`config.mk`:
```
export PLATFORM = sky130hd
export DESIGN_NAME = cse_front
export DESIGN_NICKNAME = d
export VERILOG_FILES = /design/src/design/chebyshev_series_3d_evaluator_macros.svh /design/src/design/cse_pkg.sv /design/src/design/cse_front.sv
export SDC_FILE = /design/constraint.sdc
export NUM_CORES = 1
export LEC_CHECK = 0
export ABC_AREA = 1
export BUFFER_PORTS_ARGS = -buffer_cell sky130_fd_sc_hd__clkbuf_2
export CAP_MARGIN = 40
export CORE_MARGIN = 3
export CORE_UTILIZATION = 51
export CTS_BUF_LIST = sky130_fd_sc_hd__clkbuf_4 sky130_fd_sc_hd__clkbuf_8
export CTS_CLUSTER_DIAMETER = 100
export DETAILED_ROUTE_END_ITERATION = 16
export HOLD_SLACK_MARGIN = 0.06
export PLACE_DENSITY = 0.78
export SLEW_MARGIN = 0
export SYNTH_ARGS = -nofsm -noshare
export SYNTH_HDL_FRONTEND = slang
export SYNTH_SLANG_ARGS = --single-unit
```
`constraint.sdc`:
```
create_clock -name clk -period 14.1 [get_ports clk]
set_input_delay 2.82 -clock clk [delete_from_list [all_inputs] [get_ports clk]]
set_output_delay 2.82 -clock clk [all_outputs]
set_load 0.1 [all_outputs]
```
`src/design/chebyshev_series_3d_evaluator_macros.svh`:
```
// assertion helpers shared by the checking code of the evaluator
`ifndef CHEBYSHEV_SERIES_3D_EVALUATOR_MACROS_SVH
`define CHEBYSHEV_SERIES_3D_EVALUATOR_MACROS_SVH

// same-cycle implication
`define CSE_ASSERT_NOW(label, clk, rst_n, a, c) \
    label: assert property (@(posedge clk) disable iff (!rst_n) (a) |-> (c)) \
        else $error("assertion failed");

// next-cycle implication
`define CSE_ASSERT_NEXT(label, clk, rst_n, a, c) \
    label: assert property (@(posedge clk) disable iff (!rst_n) (a) |=> (c)) \
        else $error("assertion failed");

`endif

```
`src/design/cse_pkg.sv`:
```
package cse_pkg;

    localparam int CSE_DEG_X = 12;
    localparam int CSE_DEG_Y = 12;
    localparam int CSE_DEG_T = 6;

    // degree counters cover the largest allowed degree
    localparam int CSE_NW = 6;

    localparam logic signed [31:0] CSE_ONE_Q28 = 32'sh1000_0000;

    typedef enum logic [2:0] {
        CFG_X_OFFSET = 3'd0,
        CFG_X_INV    = 3'd1,
        CFG_Y_OFFSET = 3'd2,
        CFG_Y_INV    = 3'd3,
        CFG_T_OFFSET = 3'd4,
        CFG_T_INV    = 3'd5
    } cfg_idx_t;

    typedef enum logic [1:0] {
        AXIS_X = 2'd0,
        AXIS_Y = 2'd1,
        AXIS_T = 2'd2
    } axis_t;

    localparam logic REQ_LOAD = 1'b0;
    localparam logic REQ_EVAL = 1'b1;

    typedef struct packed {
        logic               req_type;
        logic        [10:0] coef_index;
        logic signed [31:0] coef_value;
        logic signed [31:0] pos_x;
        logic signed [31:0] pos_y;
        logic signed [31:0] pos_t;
    } in_t;

    typedef struct packed {
        logic signed [47:0] series_value;
        logic               overflowed;
    } out_t;

    typedef struct packed {
        logic signed [31:0] x_offset;
        logic signed [31:0] x_inv;
        logic signed [31:0] y_offset;
        logic signed [31:0] y_inv;
        logic signed [31:0] t_offset;
        logic signed [31:0] t_inv;
    } cfg_t;

    typedef struct packed {
        logic is_eval;
        logic idx_ok;
        in_t  item;
    } job_t;

    typedef struct packed {
        logic       valid;
        job_t       job;
        logic [1:0] count;
    } queue_sts_t;

    function automatic logic ovf32(input logic signed [65:0] v);
        return (v > 66'sd2147483647) || (v < -66'sd2147483648);
    endfunction

    function automatic logic signed [31:0] sat32(input logic signed [65:0] v);
        logic signed [31:0] r;
        if (v > 66'sd2147483647)
        begin
            r = 32'sh7fff_ffff;
        end
        else if (v < -66'sd2147483648)
        begin
            r = 32'sh8000_0000;
        end
        else
        begin
            r = v[31:0];
        end
        return r;
    endfunction

endpackage

```
`src/design/cse_front.sv`:
```
module cse_front import cse_pkg::*; #(
    parameter int DEG_X = CSE_DEG_X,
    parameter int DEG_Y = CSE_DEG_Y,
    parameter int DEG_T = CSE_DEG_T
) (
    input  logic       clk,
    input  logic       rst_n,
    input  logic       push,
    output logic       full,
    input  in_t        req,
    input  logic       take,
    output queue_sts_t sts
);
    localparam int DEPTH = (DEG_X + 1) * (DEG_Y + 1) * (DEG_T + 1);

    job_t       slot_reg [2];
    logic       wr_ptr_reg;
    logic       rd_ptr_reg;
    logic [1:0] cnt_reg;
    logic       put;
    logic       get;
    job_t       job_in;

    assign full = (cnt_reg == 2'd2);
    assign put  = push && !full;
    assign get  = take && (cnt_reg != 2'd0);

    // tag each beat so the back end need not decode it again
    always_comb
    begin
        job_in.is_eval = (req.req_type == REQ_EVAL);
        job_in.idx_ok  = ({21'd0, req.coef_index} < 32'(DEPTH));
        job_in.item    = req;
    end

    always_ff @(posedge clk or negedge rst_n)
    begin
        if (!rst_n)
        begin
            wr_ptr_reg <= 1'b0;
            rd_ptr_reg <= 1'b0;
            cnt_reg    <= 2'd0;
        end
        else
        begin
            if (put)
            begin
                wr_ptr_reg <= !wr_ptr_reg;
            end
            if (get)
            begin
                rd_ptr_reg <= !rd_ptr_reg;
            end
            cnt_reg <= cnt_reg + {1'b0, put} - {1'b0, get};
        end
    end

    always_ff @(posedge clk)
    begin
        if (put)
        begin
            slot_reg[wr_ptr_reg] <= job_in;
        end
    end

    assign sts.valid = (cnt_reg != 2'd0);
    assign sts.job   = slot_reg[rd_ptr_reg];
    assign sts.count = cnt_reg;

endmodule

```
=== Word level (Yosys, flattened, before mapping) ===
Memories as Yosys holds them, arrays and structs flattened.
Cells that the tools add are included.

* Memories kept: 1
* Bits in writable memories: 284
* Output and inout bits: 146
* Register bits after elaboration: 4

* Muxes and demuxes: 2
* Eq/ne operators: 1
* Add/subtract/negate cells: 2
* Order comparisons: 1
* Reduce and logical (&&, ||, !) cells: 6

{| class="wikitable"
|+ Memories
! name !! depth !! bits a word !! rd ports !! clocked after Yosys merged registers in !! write ports !! line !! text
|-
| slot_reg || 2 || 142 || 1 || 0 || 1 || cse_front.sv:16 || <nowiki>job_t slot_reg [2];</nowiki>
|}

{| class="wikitable"
|+ Operators with widths
! kind !! count
|-
| less-than comparator 11 bit, second input constant || 1
|-
| zero test 1 bit || 3
|-
| adder 2 x 1 -> 2 bit || 1
|-
| == test 2 bit, second input constant || 1
|-
| logical AND 1 bit || 2
|-
| two-way mux 1 bit || 2
|-
| nonzero test 2 bit || 1
|-
| subtractor 2 x 1 -> 2 bit || 1
|}

=== Depth between registers and ports, before layout ===
* Word-level depth: 5
* Depth in mapped cells: 10
* Depth with buffers taken out: 10

=== Worst setup path after synthesis ===
Ideal clock, no wire load.

* Kind: input port to flip-flop
* Start: input port push
* End: memory slot_reg[0][0] in the netlist's numbering (enable)
* Path slack: 4.661 ns
* Arrival time: 8.795 ns
* Stages: 2
* Required time: 13.456 ns
* Path through: o21ai_2 nor2_1

* Word-level cells in the longest chain between the ends: 3

{| class="wikitable"
|+ Ends and longest elaborated chain
! element !! line !! text
|-
| from (decl) || cse_front.sv:8 || <nowiki>input logic push,</nowiki>
|-
| logical AND 1 bit || cse_front.sv:25 || <nowiki>assign put = push && !full;</nowiki>
|-
| two-way mux 1 bit || cse_front.sv:60 || <nowiki>if (put)</nowiki>
|-
| two-way mux 1 bit (not written as such) || cse_front.sv:62 || <nowiki>slot_reg[wr_ptr_reg] <= job_in;</nowiki>
|-
| to (decl) || cse_front.sv:16 ||
|}

No other way between the ends.

==> key figures <==
Status
  • Status: finished, final reports clean

Placement
  • Post-DP Area: 0.0122 mm^2
  • RD Place Congestion: 0.769
  • Input/output buffers: 289
  • DP HPWL: 14400 um

Worst setup path
  • Crit-path cells: inv_4 > buf_4 > nand2_1 > nand2_1 > clkbuf_2
  • Worst setup EP type: output port
  • CP max stage delay: 0.70 ns
  • CP required: 11.28 ns
  • Critical path's most frequent cell: nand2_1
  • Crit path DAT: 3.38 ns
  • WS Path Type: register to output port
  • Slowest cell on crit path: buf_4
  • Setup crit start kind: register
  • Worst Path Max Fanout: 73

Final layout
  • Commonest non-fill, non-tap cells in the layout: nand2_1 (429), clkbuf_2 (289), edfxtp_1 (282)
  • Post-route cell area: 0.0131 mm^2
  • Layout Nets: 1233
  • Commonest non-fill, non-tap cell in the layout: nand2_1
  • Area Growth Syn to Fin: 23.7%
  • Layout cells sized above 1: 32.6%
  • Max reg flops: 282

Hold path
  • Hold Path Class: register to register

STA
  • Peak Freq: 0.161 GHz
  • Setup TNS Final: 0 ns
  • RSZ-0062 raised after global routing: no
  • Final setup fails: 0
  • Final Hold Vio Count: 0
  • Period minus WS final: 6.20 ns
  • Fin. max-slew vios: 0
  • Worst Skew: 0.0200 ns
  • Normalized max-slew margin: 44.4%
  • WHS: 0.536 ns
  • Final worst-path cycle share: 43.9%
  • Worst-Margin Slew: 0.834 ns

Die
  • Core Rows: 52
  • CORE AREA: 0.0203 mm^2
  • Die Area: 0.0225 mm^2
  • Die Wd: 150 um
  • Die Span Y: 150 um
  • IO Pins: 290
  • Initial core utilization: 52.1%

Global route
  • Total global-route track usage: 18.9%
  • Gr ovfl total: 0
  • Met2 Use GR: 32.5%
  • GR Util met1: 21.6%
  • Pin count of the biggest net entering global routing: 74
  • Vias in the first global route: 6611
  • Most crowded layer after global routing: met2
  • Initial antenna violation count: 2
  • Met3 GRT Util: 5.84%
  • First-pass GRT wire length: 33100 um

CTS
  • Setup bufs post-CTS: 0
  • # clock sinks: 286
  • # resized after CTS: 0
  • Clock root cell: clkbuf_8
  • Worst-path clk slew: 0.06 ns
  • Clk Latency, worst-skew pair: 0.52 ns
  • CTS tree: built
  • Clock Tree Buf Depth: 3
  • Num CTS Buffers: 44
  • Htree depth: 2
  • CTS Hold Buffers Added: 0

Detailed routing
  • Post-route ant nets: 0
  • Initial DRC Count: 334
  • Vias: 6664
  • Wire per inst: 15.8 um
  • DR DRC count: 0
  • Total Wirelength: 22000 um
  • Drt pass-1 iters: 5
  • Vias/cell: 4.79

Synth
  • Synth unique cells: 15
  • Sequential-to-total area share from yosys stat: 81.0%
  • Syn nets: 921
  • Syn Std Cell Area: 0.0106 mm^2
  • Flop and latch count out of synthesis: 286
  • Syn_area_per_cell: 13.7 um^2
  • Number of synthesis warnings: 0
  • Cells after synthesis: 775

Flow run
  • Number of max-cap violations: 0
[cells in the mapped netlist]
cell type,number,share of area (%)
nand2_1,429,15
edfxtp_1,282,80
buf_4,12,0.85
buf_2,11,0.52
nor2_1,11,0.39
buf_6,9,0.96
inv_1,6,0.21
dfrtp_1,4,0.95
xor2_1,3,0.25
ha_1,2,0.24
o21ai_0,2,0.095
inv_4,1,0.059
nand3_1,1,0.047
o21ai_2,1,0.083
xnor2_1,1,0.083
[through the flow]
step	util, %	std cells	setup WS, ns
6_report	64.4	1391	7.90
2_1_floorplan	-	775	4.66
4_1_cts	64.4	1390	7.82
5_1_grt	64.4	1391	7.65
3_5_place_dp	60.3	1311	8.42
3_3_place_gp	60.0	1308	8.42
[routing by layer]
metal | part of all wire, % | routed length, um
met5 | 0.059 | 13
met4 | 3.5 | 764
met3 | 8.1 | 1790
met2 | 51 | 11300
met1 | 37 | 8110
[path summary, 6_finish.rpt]
kind / from / end / slack [ns] / depth (start not counted)
setup / recovery: rd_ptr_reg$_DFFE_PN0P_ / sts[117] / 7.90 / 5
hold / removal: cnt_reg[1]$_DFF_PN0_ / cnt_reg[1]$_DFF_PN0_ / 0.54 / 2
setup reg to reg: cnt_reg[1]$_DFF_PN0_ / slot_reg[1][51]$_DFFE_PP_ / 12.01 / 5
hold reg to reg: cnt_reg[1]$_DFF_PN0_ / cnt_reg[1]$_DFF_PN0_ / 0.54 / 2
max in group asynchronous: rst_n / rd_ptr_reg$_DFFE_PN0P_ / 11.83 / 1
min in group asynchronous: rst_n / wr_ptr_reg$_DFFE_PN0P_ / 2.11 / 1
[cell type report]
type,count,area (um^2)
sequential,286,8570
fill,1562,7220
multi-input combinational,450,1750
timing repair buffer,298,1560
clock buffer,60,732
tap,270,338
clock inverter,19,98.8
inverter,7,28.8
antenna,1,2.50
[cells by family (layout without fill, tap and decap cells)]
family | Yosys count | after routing | synth area share, %
other cells | 0 | 1 | 0
xor+xnor | 4 | 4 | 0.331
buf+inv | 39 | 384 | 2.60
flops | 286 | 286 | 81.0
simple gates | 441 | 441 | 15.7
fa+ha+maj | 2 | 2 | 0.237
compound gates | 3 | 3 | 0.177
[worst max-delay path: cells and delay by family, from the launching register on]
family,cells,cell delay [ns]
flops,1,0.68
simple gates,2,0.24
buf+inv,3,1.78
Power is not shown: default switching activity piles up to over one toggle a cycle in this logic, so the estimate is an artifact.
